### src/design/assert_macros.svh
// ----------------------------------------------------------------------------
// Assertion macros
// Shared concurrent assertion forms, clocked on clk_i, disabled in reset.
// ----------------------------------------------------------------------------
`ifndef ASSERT_MACROS_SVH
`define ASSERT_MACROS_SVH

// cond holds at every clock edge out of reset
`define ASSERT_ALWAYS(label, cond, msg) \
  label: assert property (@(posedge clk_i) disable iff (!rst_ni) (cond)) \
    else $error(msg);

// pre implies con in the same cycle
`define ASSERT_IMPLIES(label, pre, con, msg) \
  label: assert property (@(posedge clk_i) disable iff (!rst_ni) (pre) |-> (con)) \
    else $error(msg);

// pre implies con in the following cycle
`define ASSERT_NEXT(label, pre, con, msg) \
  label: assert property (@(posedge clk_i) disable iff (!rst_ni) (pre) |=> (con)) \
    else $error(msg);

`endif

### src/design/lap_pkg.sv
// ----------------------------------------------------------------------------
// lap_pkg
// Constants, register codes and item types of the Laplacian stencil block.
// ----------------------------------------------------------------------------
package lap_pkg;

  localparam int unsigned MAX_WIDTH     = 1024;
  localparam int unsigned MAX_HEIGHT    = 1024;
  localparam int unsigned PIXEL_BITS    = 16;
  localparam int unsigned COL_BITS      = $clog2(MAX_WIDTH);
  localparam int unsigned ROW_BITS      = $clog2(MAX_HEIGHT);
  localparam int unsigned CFG_SIZE_BITS = 11;
  localparam int unsigned SIZE_RESET    = 1024;
  localparam int unsigned SIG_BITS      = 3;
  // positive part: up to six pixels; negative part: up to six times the center
  localparam int unsigned POS_BITS      = PIXEL_BITS + 3;
  localparam int unsigned SUM_BITS      = POS_BITS + 1;
  localparam int unsigned LAP_BITS      = SUM_BITS + 2 * ((1 << SIG_BITS) - 1);

  localparam int unsigned NUM_REGS      = 4;
  localparam int unsigned REG_IDX_BITS  = $clog2(NUM_REGS);
  localparam int unsigned PADDR_BITS    = REG_IDX_BITS + 2;
  localparam int unsigned APB_DATA_BITS = 32;

  typedef enum logic [REG_IDX_BITS-1:0] {
    REG_FRAME_WIDTH,
    REG_FRAME_HEIGHT,
    REG_THREE_D_MODE,
    REG_SIGMA_EXPONENT
  } cfg_reg_e;

  typedef struct packed {
    logic [PIXEL_BITS-1:0] cur_pixel;
    logic [PIXEL_BITS-1:0] prev_slice_pixel;
    logic [PIXEL_BITS-1:0] next_slice_pixel;
  } lap_in_t;

  typedef struct packed {
    logic signed [LAP_BITS-1:0] lap_value;
    logic [COL_BITS-1:0]        out_x;
    logic [ROW_BITS-1:0]        out_y;
    logic                       out_last;
  } lap_out_t;

  // one column of the line store
  typedef struct packed {
    logic [PIXEL_BITS-1:0] mid;
    logic [PIXEL_BITS-1:0] up;
    logic [PIXEL_BITS-1:0] pv;
    logic [PIXEL_BITS-1:0] nx;
  } lap_entry_t;

  typedef struct packed {
    logic                rd_en;
    logic [COL_BITS-1:0] rd_addr_a;
    logic [COL_BITS-1:0] rd_addr_b;
    logic                wr_en;
    logic [COL_BITS-1:0] wr_addr;
    lap_entry_t          wr_data;
  } lap_lb_req_t;

  // stencil operands of one result
  typedef struct packed {
    logic [PIXEL_BITS-1:0] c;
    logic [PIXEL_BITS-1:0] l;
    logic [PIXEL_BITS-1:0] r;
    logic [PIXEL_BITS-1:0] u;
    logic [PIXEL_BITS-1:0] d;
    logic [PIXEL_BITS-1:0] p;
    logic [PIXEL_BITS-1:0] n;
    logic [COL_BITS-1:0]   x;
    logic [ROW_BITS-1:0]   y;
    logic                  last;
  } lap_op_t;

endpackage

### src/design/lap_arith.sv
// ----------------------------------------------------------------------------
// lap_arith
// Three-stage stencil sum: partial sums, difference, sigma shift to output.
// ----------------------------------------------------------------------------
module lap_arith (
  input  logic                           clk_i,
  input  logic                           rst_ni,
  input  logic                           three_d_i,
  input  logic [lap_pkg::SIG_BITS-1:0]   sigma_i,
  input  logic                           op_valid_i,
  output logic                           op_ready_o,
  input  lap_pkg::lap_op_t               op_i,
  output logic                           out_valid_o,
  input  logic                           out_ready_i,
  output lap_pkg::lap_out_t              out_o
);
  import lap_pkg::*;

  logic                       a_valid_q, b_valid_q, out_valid_q;
  logic                       a_ready, b_ready, o_free;
  logic [POS_BITS-1:0]        a_pos_q, a_neg_q, pos_d, neg_d;
  logic [COL_BITS-1:0]        a_x_q, b_x_q;
  logic [ROW_BITS-1:0]        a_y_q, b_y_q;
  logic                       a_last_q, b_last_q;
  logic signed [SUM_BITS-1:0] b_diff_q;
  logic [LAP_BITS-1:0]        lap_ext;
  lap_out_t                   out_q;

  assign o_free     = !out_valid_q || out_ready_i;
  assign b_ready    = !b_valid_q || o_free;
  assign a_ready    = !a_valid_q || b_ready;
  assign op_ready_o = a_ready;

  always_comb begin
    pos_d = POS_BITS'(op_i.l) + POS_BITS'(op_i.r) + POS_BITS'(op_i.u) + POS_BITS'(op_i.d);
    neg_d = POS_BITS'(op_i.c) << 2;
    if (three_d_i) begin
      pos_d = pos_d + POS_BITS'(op_i.p) + POS_BITS'(op_i.n);
      neg_d = neg_d + (POS_BITS'(op_i.c) << 1);
    end
  end

  assign lap_ext = {{(LAP_BITS - SUM_BITS){b_diff_q[SUM_BITS-1]}}, b_diff_q};

  always_ff @(posedge clk_i or negedge rst_ni) begin
    if (!rst_ni) begin
      a_valid_q   <= 1'b0;
      b_valid_q   <= 1'b0;
      out_valid_q <= 1'b0;
    end else begin
      if (a_ready) a_valid_q   <= op_valid_i;
      if (b_ready) b_valid_q   <= a_valid_q;
      if (o_free)  out_valid_q <= b_valid_q;
    end
  end

  always_ff @(posedge clk_i) begin
    if (a_ready && op_valid_i) begin
      a_pos_q  <= pos_d;
      a_neg_q  <= neg_d;
      a_x_q    <= op_i.x;
      a_y_q    <= op_i.y;
      a_last_q <= op_i.last;
    end
    if (b_ready && a_valid_q) begin
      b_diff_q <= $signed({1'b0, a_pos_q}) - $signed({1'b0, a_neg_q});
      b_x_q    <= a_x_q;
      b_y_q    <= a_y_q;
      b_last_q <= a_last_q;
    end
    if (o_free && b_valid_q) begin
      out_q.lap_value <= lap_ext << {sigma_i, 1'b0};
      out_q.out_x     <= b_x_q;
      out_q.out_y     <= b_y_q;
      out_q.out_last  <= b_last_q;
    end
  end

  assign out_valid_o = out_valid_q;
  assign out_o       = out_q;

endmodule

### config.mk
export PLATFORM = sky130hd
export DESIGN_NAME = lap_arith
export DESIGN_NICKNAME = d
export VERILOG_FILES = /design/src/design/assert_macros.svh /design/src/design/lap_pkg.sv /design/src/design/lap_arith.sv
export SDC_FILE = /design/constraint.sdc
export NUM_CORES = 1
export LEC_CHECK = 0
export BUFFER_PORTS_ARGS = -buffer_cell sky130_fd_sc_hd__buf_2
export CAP_MARGIN = 10
export CORE_ASPECT_RATIO = 1.5
export CORE_MARGIN = 3
export CORE_UTILIZATION = 61
export DETAILED_ROUTE_END_ITERATION = 12
export PLACE_DENSITY_LB_ADDON = 0.25
export REMOVE_ABC_BUFFERS = 1
export SLEW_MARGIN = 20
export SYNTH_ARGS = -nofsm -noshare
export SYNTH_HDL_FRONTEND = slang
export SYNTH_SLANG_ARGS = --single-unit
### constraint.sdc
create_clock -name clk_i -period 5.55 [get_ports clk_i]
set_clock_uncertainty 0.15 [all_clocks]
set_input_delay 0.2775 -clock clk_i [delete_from_list [all_inputs] [get_ports clk_i]]
set_output_delay 0.2775 -clock clk_i [all_outputs]
set_load 0.005 [all_outputs]
; ---- Word level (Yosys, flattened, before mapping)
; Index checks and enable logic that the tools add are counted.
[totals]
regBits = 158
input_bits = 141
output_inout_bits = 57
word_cells = 36
[classes]
n_addsub = 7
n_shift = 1
mux = 2
n_reduce_logical = 9
[ops]
columns = op, count
row1 = 19-bit by 16-bit adder with 19-bit output, 2
row2 = 34-bit by 4-bit << shifter with 34-bit output, 1
row3 = 19-bit by 19-bit subtractor with 20-bit output, 1
row4 = 18-bit by 16-bit adder with 19-bit output, 1
row5 = 18-bit by 17-bit adder with 19-bit output, 1
row6 = 19-bit two-way mux, 1
row7 = 17-bit by 16-bit adder with 18-bit output, 1
row8 = 18-bit two-way mux, 1
row9 = 16-bit by 16-bit adder with 17-bit output, 1
row10 = 1-bit logical AND, 3
row11 = 1-bit zero test, 3
row12 = 1-bit logical OR, 3

; ---- Depth between registers and ports, before layout
; Gate-level depths: netlist (run 1).
[logic_depth]
ltp_word = 6
mapped_depth = 22
depth_no_buf = 22

; ---- Least setup slack after synthesis (run 1)
; No wires, ideal clock.
[synth_path]
kind = input -> register
startpoint = input port op_i[55] in the netlist's numbering
endpoint = register a_pos_q[16] (data pin)
setup_time_ps = 262
arrival_time_ps = 4748
required_ps = 5138
slack_ps = 390
path_stages = 20
path_buffers = 0
path_cell_list = inv_1 fa_1 fa_1 inv_1 ha_1 a211oi_1 nor2_1 o21ai_1 nor2_1 a211oi_1 xnor2_1 fa_1 ha_1 a21oi_1 o211ai_1 a31oi_1 nand2_1 a221oi_1 xnor2_1 mux2_1
[synth_between]
elab_chain_len = 4
[synth_lines]
columns = element, line
row1 = "start, declared", lap_arith.sv:12  ; input lap_pkg::lap_op_t op_i,
row2 = 18-bit by 16-bit adder with 19-bit output *, lap_arith.sv:35  ; pos_d = POS_BITS'(op_i.l) + POS_BITS'(op_i.r) + POS_BITS'(op_i.u) + POS_BITS'(op_i.d);
row3 = 19-bit by 16-bit adder with 19-bit output (2 in a row), lap_arith.sv:38  ; pos_d = pos_d + POS_BITS'(op_i.p) + POS_BITS'(op_i.n);
row4 = 19-bit two-way mux *, lap_arith.sv:37  ; if (three_d_i) begin
row5 = net pos_d[16], lap_arith.sv:21  ; logic [POS_BITS-1:0] a_pos_q, a_neg_q, pos_d, neg_d;
row6 = "end signal, assigned", lap_arith.sv:59  ; a_pos_q <= pos_d;
row7 = "end, declared", lap_arith.sv:21
; Mark *: on every way through the listed nets, which the timed path passes. The rest lies on a longest branch.
; A chain may end at the register's enable or synchronous reset.

; ---- Worst setup path after layout (run 1)
; Ends and elaborated chain as after synthesis.

==> impl_metrics.env, run 1 <==
export IMPL_largest_fanout_on_the_critical_path=5
export IMPL_final_period_utilization_pct=93.3
export IMPL_synth_cell_area_mm2=0.0102
export IMPL_max_cap_violations=0
export IMPL_synth_simple_gate_area_share_pct=8.23
export IMPL_reg2regPathDepth=9
export IMPL_synth_largest_area_cell="sky130_fd_sc_hd__edfxtp_1"
export IMPL_pwr_density_cell_mw_per_mm2=494
export IMPL_post_cts_setup_buffer_count=0
export IMPL_start_kind="input pin"
export IMPL_maxClockFrequency_ghz=0.193
export IMPL_crit_required_ns=5.57
export IMPL_drt_pass1_iter_count=5
export IMPL_drcViolationCount=0
export IMPL_sequential_cell_area_mm2=0.00470
export IMPL_global_route_overflow_total=0
export IMPL_postRouteAntennaNets=0
export IMPL_hp_class="in2async"
export IMPL_synthFlopType="sky130_fd_sc_hd__edfxtp_1"
export IMPL_cts_hold_fix_buffers=24
export IMPL_hold_violations=0
export IMPL_insertion_delay_ns=0.42
export IMPL_period_minus_slack_ns=5.18
export IMPL_fin_max_slew_vios=0
export IMPL_outcome="completed"
export IMPL_overall_routing_resource_usage_pct=21.8
export IMPL_synth_seq_cells=157
export IMPL_worst_setup_path_startpoint="op_i[55]"
export IMPL_ctsHtreeMaxLevel=4
export IMPL_post_place_ws_ns=-0.0380
export IMPL_pin_slew_with_the_least_headroom_to_its_limit_ns=0.931
export IMPL_wl_per_cell_um=14.8
export IMPL_synth_compound_area_share_pct=12.8
export IMPL_hpwlAfterDp_mm=15.3
export IMPL_syn_instance_count=891
export IMPL_grt_pass1_wl_mm=32.8
export IMPL_synth_yosys_seq_area_share_pct=46.1
export IMPL_crit_reg2reg_launch="a_neg_q[2]$_DFFE_PP_"
export IMPL_main_combinational_cell_family_by_area_after_synthesis="adder cells"
export IMPL_worst_ir_drop_vdd_v=0.000313
export IMPL_yosysWarnings=0
export IMPL_synth_top_cells_by_area="sky130_fd_sc_hd__edfxtp_1, sky130_fd_sc_hd__fa_1, sky130_fd_sc_hd__ha_1"
export IMPL_grt_max_degree=59
export IMPL_vias_in_the_first_global_route=7628
export IMPL_critPathArrivalTime_ns=5.20
export IMPL_numCtsBuffers=17
export IMPL_synth_largest_type_area_fraction_pct=45.3
export IMPL_pin_count=198
export IMPL_fin_setup_tns_ns=0
export IMPL_crit_type="in2reg"
export IMPL_slew_headroom_pct=37.9
export IMPL_number_of_antenna_violations_at_the_first_check_in_global_routing=0
export IMPL_clk_path_buf_depth=2
export IMPL_finalHoldWorstSlack_ns=0.0209
export IMPL_cts_root_buf="sky130_fd_sc_hd__clkbuf_16"
export IMPL_power_total_mw=6.06
export IMPL_areaGrowthSynthToFinish_pct=20.3
export IMPL_core_area_mm2=0.0163
export IMPL_cellLeakagePower_nw=5.54
export IMPL_detailedRoute_firstIterationViolations=270
export IMPL_multiInputGateArea_mm2=0.00496
export IMPL_synth_edff_count=154
export IMPL_core_rowCount=57
export IMPL_net_count_of_the_finished_layout=1379
export IMPL_grt_setup_unrepaired="no"
export IMPL_ys_async_sr_fraction_pct=1.91
export IMPL_synth_mux_area_share_pct=5.47
export IMPL_cts_tree="yes"
export IMPL_fillerInstances=1112
export IMPL_place_port_buffers=197
export IMPL_cts_num_sinks=157
export IMPL_post_route_cells_drive_above_1_share_pct=24.2
export IMPL_dieArea_mm2=0.0183
export IMPL_worst_setup_path_end_kind="flop"
export IMPL_finalWorstSetupSlack_ns=0.373
export IMPL_synth_fa_ha_area_share_pct=18.4
export IMPL_dieWidth_um=112
export IMPL_finalWeightedCongestion=0.903
export IMPL_post_synth_cell_area_avg_um2=11.4
export IMPL_fp_dieH_um=164
export IMPL_effective_utilization_at_floorplan_pct=62.5
export IMPL_setup_viol_count_final=0
export IMPL_post_synthesis_share_of_cell_area_spent_on_xor_and_xnor_gates_pct=3.69
export IMPL_route_detailed_vias_per_inst=5.49
export IMPL_post_cts_resized=0
export IMPL_cts_reportedPaths_clkPinSlew_ns=0.07
export IMPL_routed_via_count=7351
export IMPL_antenna_cells_inserted=0
export IMPL_netlist_cell_type_count=59
export IMPL_final_util_pct=75.1
export IMPL_overall_routed_net_length_mm=19.8
==> cells in the final DEF (no fill, tap or decap), types with 25 or more instances in the layout <==
cell                       count
sky130_fd_sc_hd__nand2_1      56
sky130_fd_sc_hd__fa_1         51
sky130_fd_sc_hd__o21ai_0      49
sky130_fd_sc_hd__edfxtp_1    154
sky130_fd_sc_hd__mux2_2       25
sky130_fd_sc_hd__mux2i_1      25
sky130_fd_sc_hd__ha_1         68
sky130_fd_sc_hd__nor2_1       57
sky130_fd_sc_hd__buf_2       197
sky130_fd_sc_hd__a21oi_1      43
sky130_fd_sc_hd__inv_1       123
==> metal layers <==
layer	global-route usage [%]	wire, um	vias up	share of wire [%]
li1	-	-	3622	-
met1	21.8	6920	3443	35
met2	42.7	11000	230	56
met3	5.32	1190	56	6.0
met4	9.13	609	0	3.1
met5	0	0	-	0
==> sequential cells by signal, summed over array words and instances (netlist names) <==
name and count:
out_o 55, b_last_q 1, b_valid_q 1, a_y_q 10
b_x_q 10, out_valid_o 1, a_last_q 1, b_y_q 10
a_pos_q 19, a_x_q 10, b_diff_q 20, a_neg_q 18
a_valid_q 1
==> worst max-delay path: stages <==
cell,delay [ns]
sky130_fd_sc_hd__buf_2,0.07
sky130_fd_sc_hd__inv_1,0.04
sky130_fd_sc_hd__fa_1,0.48
sky130_fd_sc_hd__fa_1,0.54
sky130_fd_sc_hd__inv_1,0.05
sky130_fd_sc_hd__ha_1,0.28
sky130_fd_sc_hd__a211oi_1,0.25
sky130_fd_sc_hd__nor2_1,0.12
sky130_fd_sc_hd__o21ai_1,0.24
sky130_fd_sc_hd__nor2_1,0.10
sky130_fd_sc_hd__a211oi_1,0.28
sky130_fd_sc_hd__xnor2_1,0.19
sky130_fd_sc_hd__fa_1,0.46
sky130_fd_sc_hd__ha_1,0.37
sky130_fd_sc_hd__a21oi_1,0.20
sky130_fd_sc_hd__o211ai_1,0.14
sky130_fd_sc_hd__a31oi_1,0.23
sky130_fd_sc_hd__nand2_1,0.11
sky130_fd_sc_hd__a221oi_1,0.36
sky130_fd_sc_hd__xnor2_1,0.10
sky130_fd_sc_hd__mux2_1,0.29
==> power breakdown <==
part	leakage (nW)	switching, mW	total (mW)	internal, mW
combinational	3.72	1.71	3.11	1.41
clock	0.296	0.537	1.15	0.615
sequential	1.52	0.0920	1.80	1.71
==> through the flow <==
stage	cells	area [um^2]
floorplan	872	10100
CTS	1338	12300
detailed placement	1282	11400
finish	1338	12300
global placement	1282	11400
global route	1338	12300
==> synth_stat cells (9+ instances only) <==
master	instances
sky130_fd_sc_hd__a21o_1	22
sky130_fd_sc_hd__xor2_1	20
sky130_fd_sc_hd__nand2b_1	11
sky130_fd_sc_hd__and2_1	10
sky130_fd_sc_hd__o21a_1	13
sky130_fd_sc_hd__mux2i_1	25
sky130_fd_sc_hd__ha_1	68
sky130_fd_sc_hd__edfxtp_1	154
sky130_fd_sc_hd__a211oi_1	10
sky130_fd_sc_hd__fa_1	51
sky130_fd_sc_hd__inv_1	123
sky130_fd_sc_hd__a21oi_1	43
sky130_fd_sc_hd__nand3_1	10
sky130_fd_sc_hd__nor2_1	57
sky130_fd_sc_hd__o21ai_0	49
sky130_fd_sc_hd__clkbuf_1	15
sky130_fd_sc_hd__nor2b_1	10
sky130_fd_sc_hd__nor3_1	9
sky130_fd_sc_hd__mux2_2	25
sky130_fd_sc_hd__nand2_1	56
sky130_fd_sc_hd__xnor2_1	23
==> worst paths after layout <==
| kind | to | slack [ns] |
|---|---|---|
| worst min-delay path | a_valid_q$_DFFE_PN0N_ | 0.02 |
| worst max-delay path | a_pos_q[16]$_DFFE_PP_ | 0.37 |
| worst max register to register | b_diff_q[16]$_DFFE_PP_ | 2.87 |
| worst min register to register | out_o[5]$_DFFE_PP_ | 0.26 |
| max in group asynchronous | b_valid_q$_DFFE_PN0P_ | 5.12 |
| min in group clk_i | a_neg_q[7]$_DFFE_PP_ | 0.02 |
==> final cells by class <==
cell class | count | share of cell area, %
clock buffers | 17 | 3.47
clock inverters | 15 | 1.57
inverters | 123 | 3.76
multi-input cells | 592 | 40.4
flip-flops and latches | 157 | 38.3
well taps | 206 | 2.10
repair buffers | 228 | 10.4
==> kinds of logic (layout without fill, tap and decap cells) <==
group,count (synthesis),after routing
buffers and inverters,142,383
multiplexers,52,52
adder cells (fa/ha/maj),119,119
AND/OR/NAND/NOR,181,181
flip-flops,157,157
XOR/XNOR,43,43
AO/OA/AOI/OAI,197,197
No activity file was read; power rests on OpenSTA's default activity.
==> inputs of run 2 (changes only) <==
PLACE_DENSITY = 0.87   (was default)
PLACE_DENSITY_LB_ADDON = default   (was 0.25)
==> run 2 against run 1 <==
Hold slack worse by 0.0054 ns. Worst setup slack worse by 0.041 ns. Clock power hardly changed. Final area is 0.10% lower. Critical path depth stayed put. Sequential power hardly changed. Register-to-register slack worse by 0.03 ns. Total power is 0.49% higher. Count of clock-buffer cells in the layout stayed put. Global-route usage is 1.3 points higher. Via count is 1.9% higher. Utilization is 0.077 points lower.
==> impl_metrics.env, run 2 (same netlist as run 1, synthesis figures left out) <==
export IMPL_outcome="completed"
export IMPL_cts_root_buf="sky130_fd_sc_hd__clkbuf_16"
export IMPL_hpwlAfterDp_mm=15.7
export IMPL_dieArea_mm2=0.0183
export IMPL_net_count_of_the_finished_layout=1378
export IMPL_dpl_cell_area_mm2=0.0114
export IMPL_max_cap_violations=0
export IMPL_worst_ir_drop_vdd_v=0.000329
export IMPL_crit_required_ns=5.58
export IMPL_grt_pass1_wl_mm=34.2
export IMPL_hp_class="in2reg"
export IMPL_setup_viol_count_final=0
export IMPL_overall_routed_net_length_mm=21.1
export IMPL_core_rowCount=57
export IMPL_ctsHtreeMaxLevel=4
export IMPL_pwr_density_cell_mw_per_mm2=497
export IMPL_fp_dieH_um=164
export IMPL_postRouteAntennaNets=0
export IMPL_cts_reportedPaths_clkPinSlew_ns=0.07
export IMPL_final_period_utilization_pct=94.0
export IMPL_areaGrowthSynthToFinish_pct=20.2
export IMPL_maxClockFrequency_ghz=0.192
export IMPL_critPathArrivalTime_ns=5.25
export IMPL_start_kind="input pin"
export IMPL_slew_headroom_pct=38.8
export IMPL_pin_slew_with_the_least_headroom_to_its_limit_ns=0.919
export IMPL_largest_fanout_on_the_critical_path=5
export IMPL_detailedRoute_firstIterationViolations=381
export IMPL_crit_type="in2reg"
export IMPL_drcViolationCount=0
export IMPL_finalHoldWorstSlack_ns=0.0155
export IMPL_insertion_delay_ns=0.43
export IMPL_place_port_buffers=197
export IMPL_routed_via_count=7491
export IMPL_clk_path_buf_depth=2
export IMPL_cts_tree="yes"
export IMPL_fin_setup_tns_ns=0
export IMPL_grt_max_degree=59
export IMPL_dieWidth_um=112
export IMPL_fin_max_slew_vios=0
export IMPL_drt_pass1_iter_count=4
export IMPL_cts_num_sinks=157
export IMPL_route_detailed_vias_per_inst=5.60
export IMPL_cellLeakagePower_nw=5.53
export IMPL_pin_count=198
export IMPL_effective_utilization_at_floorplan_pct=62.5
export IMPL_fillerInstances=1075
export IMPL_worst_setup_path_end_kind="flop"
export IMPL_hold_violations=0
export IMPL_numCtsBuffers=17
export IMPL_number_of_antenna_violations_at_the_first_check_in_global_routing=0
export IMPL_overall_routing_resource_usage_pct=23.2
export IMPL_finalWeightedCongestion=0.924
export IMPL_grt_setup_unrepaired="no"
export IMPL_period_minus_slack_ns=5.22
export IMPL_post_route_cells_drive_above_1_share_pct=24.1
export IMPL_final_cell_mix="sky130_fd_sc_hd__buf_2, sky130_fd_sc_hd__edfxtp_1, sky130_fd_sc_hd__inv_1"
export IMPL_global_route_overflow_total=0
export IMPL_final_area_mm2=0.0123
export IMPL_core_area_mm2=0.0163
export IMPL_placed_cells_incl_taps=1281
export IMPL_vias_in_the_first_global_route=7571
export IMPL_largest_register_ffs=55
export IMPL_power_total_mw=6.09
export IMPL_mostFrequentLayoutCell="sky130_fd_sc_hd__buf_2"
export IMPL_wl_per_cell_um=15.7
export IMPL_stdcell_count=1338
[run 2: cell types whose count changed in the layout (fill, tap and decap cells not counted)]
cell	before	now
sky130_fd_sc_hd__clkinv_8	6	5
sky130_fd_sc_hd__buf_4	7	6
sky130_fd_sc_hd__inv_6	2	4
sky130_fd_sc_hd__clkinv_4	1	0
sky130_fd_sc_hd__diode_2	0	1
[run 2: layout make-up]
type                    count  area, um^2  area share [%]
diodes                      1        2.50          0.0204
clock buffers              17         425            3.47
repair buffers            227        1270            10.4
well taps                 206         258            2.10
flip-flops and latches    157        4700            38.3
clock inverters            15         185            1.51
multi-input cells         592        4960            40.4
inverters                 123         462            3.77
[run 2: metal layers]
| metal | GRT usage [%] | wire, um | part of all wire [%] | up-vias |
|---|---|---|---|---|
| li1 | - | - | - | 3626 |
| met4 | 9.52 | 645 | 3.1 | 0 |
| met1 | 23.2 | 7410 | 35 | 3528 |
| met5 | 0 | 0 | 0 | - |
| met2 | 45.5 | 11700 | 55 | 279 |
| met3 | 5.32 | 1350 | 6.4 | 58 |
[run 2: report_power, final]
| group | internal, mW | leakage [nW] | switching, mW | total (mW) |
|---|---|---|---|---|
| combinational | 1.41 | 3.71 | 1.72 | 3.12 |
| sequential | 1.71 | 1.52 | 0.0990 | 1.81 |
| clock | 0.614 | 0.294 | 0.551 | 1.17 |
| total | 3.73 | 5.53 | 2.37 | 6.09 |
[run 2: critical path, cell delays in order]
cell and delay [ns]:
sky130_fd_sc_hd__buf_2 0.08, sky130_fd_sc_hd__inv_1 0.04, sky130_fd_sc_hd__fa_1 0.49, sky130_fd_sc_hd__fa_1 0.54, sky130_fd_sc_hd__inv_1 0.05, sky130_fd_sc_hd__ha_1 0.29
sky130_fd_sc_hd__a211oi_1 0.25, sky130_fd_sc_hd__nor2_1 0.11, sky130_fd_sc_hd__o21ai_1 0.26, sky130_fd_sc_hd__nor2_1 0.09, sky130_fd_sc_hd__a211oi_1 0.28, sky130_fd_sc_hd__xnor2_1 0.19
sky130_fd_sc_hd__fa_1 0.45, sky130_fd_sc_hd__ha_1 0.37, sky130_fd_sc_hd__a21oi_1 0.20, sky130_fd_sc_hd__o211ai_1 0.15, sky130_fd_sc_hd__a31oi_1 0.23, sky130_fd_sc_hd__nand2_1 0.11
sky130_fd_sc_hd__a221oi_1 0.38, sky130_fd_sc_hd__xnor2_1 0.10, sky130_fd_sc_hd__mux2_1 0.29
[run 2: worst paths after layout]
check | from | endpoint | slack (ns) | cells past startpoint
setup / recovery | op_i[55] | a_pos_q[16]$_DFFE_PP_ | 0.33 | 21
hold / removal | op_i[117] | a_neg_q[1]$_SDFFCE_PN0P_ | 0.02 | 2
setup reg to reg | a_pos_q[3]$_DFFE_PP_ | b_diff_q[19]$_DFFE_PP_ | 2.84 | 8
hold reg to reg | b_y_q[8]$_DFFE_PP_ | out_o[9]$_DFFE_PP_ | 0.27 | 0
max in group asynchronous | rst_ni | out_valid_o$_DFFE_PN0P_ | 5.11 | 2
min in group asynchronous | rst_ni | a_valid_q$_DFFE_PN0N_ | 0.03 | 2
[run 2: timing repair]
item / in CTS / in global routing
hold buffers: 24 / 0
endpoints found under the hold margin: 27 / 0
gates resized for setup: 0 / 0
buffers inserted: 0 / 0
[run 2: metrics by stage]
stage / setup WS (ns) / utilization [%]
final: 0.333 / 75.1
after global routing: 0.0400 / 75.0
after CTS: 0.375 / 75.0
after detailed placement: -0.0696 / 69.8
after global placement: 0.145 / 69.8
after floorplan: 0.390 / -
==> inputs of run 3 (changes only) <==
CORE_UTILIZATION = 60   (was 61)
PLACE_DENSITY = 0.86   (was 0.87)
==> run 3 against run 2 <==
Total power about the same. Final area about the same. Non-clock buffer count decreased by 1. Worst setup slack improved by 0.044 ns. Die area increased by 1.6%. First-iteration DRC count increased by 25%. Count of clock-buffer cells in the layout unchanged. Sequential power about the same. Wire length decreased by 1.4%.
==> impl_metrics.env, run 3 (same netlist as run 1, synthesis figures left out) <==
export IMPL_outcome="completed"
export IMPL_worst_ir_drop_vdd_v=0.000301
export IMPL_pin_slew_with_the_least_headroom_to_its_limit_ns=0.917
export IMPL_cts_root_buf="sky130_fd_sc_hd__clkbuf_16"
export IMPL_crit_top_cell="sky130_fd_sc_hd__fa_1"
export IMPL_max_cap_violations=0
export IMPL_crit_type="in2reg"
export IMPL_finalWeightedCongestion=0.930
export IMPL_routed_via_count=7473
export IMPL_critPathArrivalTime_ns=5.20
export IMPL_core_rowCount=57
export IMPL_place_port_buffers=197
export IMPL_number_of_antenna_violations_at_the_first_check_in_global_routing=0
export IMPL_overall_routed_net_length_mm=20.8
export IMPL_grt_max_degree=59
export IMPL_global_route_overflow_total=0
export IMPL_setup_viol_count_final=0
export IMPL_largest_register_ffs=55
export IMPL_fp_dieH_um=166
export IMPL_cts_num_sinks=157
export IMPL_largest_fanout_on_the_critical_path=5
export IMPL_net_count_of_the_finished_layout=1377
export IMPL_period_minus_slack_ns=5.17
export IMPL_cpPeakStageDelay_ns=0.53
export IMPL_worst_path_dominant_cell_family="adder cells"
export IMPL_fin_max_slew_vios=0
export IMPL_areaGrowthSynthToFinish_pct=20.2
export IMPL_hold_violations=0
export IMPL_cellLeakagePower_nw=5.53
export IMPL_crit_required_ns=5.58
export IMPL_maxClockFrequency_ghz=0.193
export IMPL_final_cell_mix="sky130_fd_sc_hd__buf_2, sky130_fd_sc_hd__edfxtp_1, sky130_fd_sc_hd__inv_1"
export IMPL_crit_path_cell_trace="buf_2 > inv_1 > fa_1 > inv_1 > fa_1 > ha_1 > inv_1 > fa_1 > nor2b_1 > o31ai_1 > nand2_1 > a21oi_1 > xnor2_1 > fa_1 > ha_1 > o21ai_0 > a211oi_1 > o41ai_2 > a21oi_2 > a31oi_4 > xnor2_1 > mux2_4"
export IMPL_grt_setup_unrepaired="no"
export IMPL_ctsHtreeMaxLevel=4
export IMPL_route_detailed_vias_per_inst=5.59
export IMPL_finalHoldWorstSlack_ns=0.0279
export IMPL_insertion_delay_ns=0.43
export IMPL_final_util_pct=74.7
export IMPL_detailedRoute_firstIterationViolations=478
export IMPL_antenna_cells_inserted=0
export IMPL_start_kind="input pin"
export IMPL_wl_per_cell_um=15.5
export IMPL_numCtsBuffers=17
export IMPL_cts_reportedPaths_clkPinSlew_ns=0.07
export IMPL_overall_routing_resource_usage_pct=22.3
export IMPL_dieArea_mm2=0.0186
export IMPL_pwr_density_cell_mw_per_mm2=497
export IMPL_pin_count=198
export IMPL_drt_pass1_iter_count=5
export IMPL_worst_setup_path_end_kind="flop"
export IMPL_postRouteAntennaNets=0
export IMPL_final_period_utilization_pct=93.2
export IMPL_dieWidth_um=112
export IMPL_critical_path_buf_inv_count=4
export IMPL_core_area_mm2=0.0164
export IMPL_slew_headroom_pct=38.9
export IMPL_hpwlAfterDp_mm=15.6
export IMPL_fillerInstances=1080
export IMPL_drcViolationCount=0
export IMPL_mostFrequentLayoutCell="sky130_fd_sc_hd__buf_2"
export IMPL_post_route_cells_drive_above_1_share_pct=24.2
export IMPL_cts_tree="yes"
export IMPL_grt_pass1_wl_mm=33.9
export IMPL_effective_utilization_at_floorplan_pct=62.2
export IMPL_clk_path_buf_depth=2
export IMPL_hp_class="in2async"
export IMPL_slowest_stage="sky130_fd_sc_hd__fa_1"
export IMPL_vias_in_the_first_global_route=7624
## run 3: final timing paths
path / from / end / slack, ns / cells past startpoint
max reg2reg: a_pos_q[3]$_DFFE_PP_ / b_diff_q[19]$_DFFE_PP_ / 2.88 / 8
min reg2reg: b_y_q[9]$_DFFE_PP_ / out_o[10]$_DFFE_PP_ / 0.26 / 0
min in group clk_i: op_i[117] / a_neg_q[1]$_SDFFCE_PN0P_ / 0.03 / 2
min: rst_ni / out_valid_o$_DFFE_PN0P_ / 0.03 / 2
max in group asynchronous: rst_ni / a_valid_q$_DFFE_PN0N_ / 5.12 / 2
max: op_i[54] / a_pos_q[15]$_DFFE_PP_ / 0.38 / 22
## run 3: what timing repair did
action                                  CTS  global route
endpoints found under the setup margin    0             1
gates resized for setup                   0             1
hold buffers                             24             0
endpoints found under the hold margin    27             0
setup buffers                             0             0
## run 3: worst register-to-register path, cell delays in order, from the launching register on
cell,delay (ns)
sky130_fd_sc_hd__edfxtp_1,0.40
sky130_fd_sc_hd__ha_1,0.36
sky130_fd_sc_hd__nor2b_1,0.16
sky130_fd_sc_hd__o31ai_1,0.32
sky130_fd_sc_hd__nand3_1,0.17
sky130_fd_sc_hd__a221o_1,0.38
sky130_fd_sc_hd__nand4_1,0.14
sky130_fd_sc_hd__nand2_1,0.10
sky130_fd_sc_hd__a311oi_1,0.30
## run 3: power breakdown
group	switching [mW]	total [mW]	internal (mW)
registers	0.0982	1.80	1.71
clock network	0.545	1.16	0.615
logic	1.72	3.13	1.41
## run 3: final cells by class
cell class	instances	area, um^2	share of cell area (%)
repair buffers	226	1260	10.3
flip-flops and latches	157	4700	38.3
inverters	123	462	3.77
clock inverters	15	193	1.57
clock buffers	17	425	3.47
multi-input cells	592	4960	40.5
well taps	206	258	2.10
## run 3: routing by layer
layer / vias to the layer above / global-route usage, % / part of all wire, %
met5: - / 0 / 0
met2: 255 / 42.6 / 55
met4: 0 / 8.58 / 2.9
met1: 3556 / 23.2 / 36
met3: 49 / 4.89 / 5.8
li1: 3613 / - / -
## run 3: stage by stage
stage / instances / setup slack, ns / cell area [um^2] / setup TNS, ns / total power, mW
3_3_place_gp: 1280 / 0.139 / 11400 / 0 / 4.74
5_1_grt: 1336 / 0.0454 / 12300 / 0 / 6.52
3_5_place_dp: 1280 / -0.0639 / 11400 / -0.0714 / 4.88
6_report: 1336 / 0.377 / 12300 / 0 / 6.09
4_1_cts: 1336 / 0.371 / 12300 / 0 / 6.06
2_1_floorplan: 872 / 0.390 / 10100 / 0 / 4.13
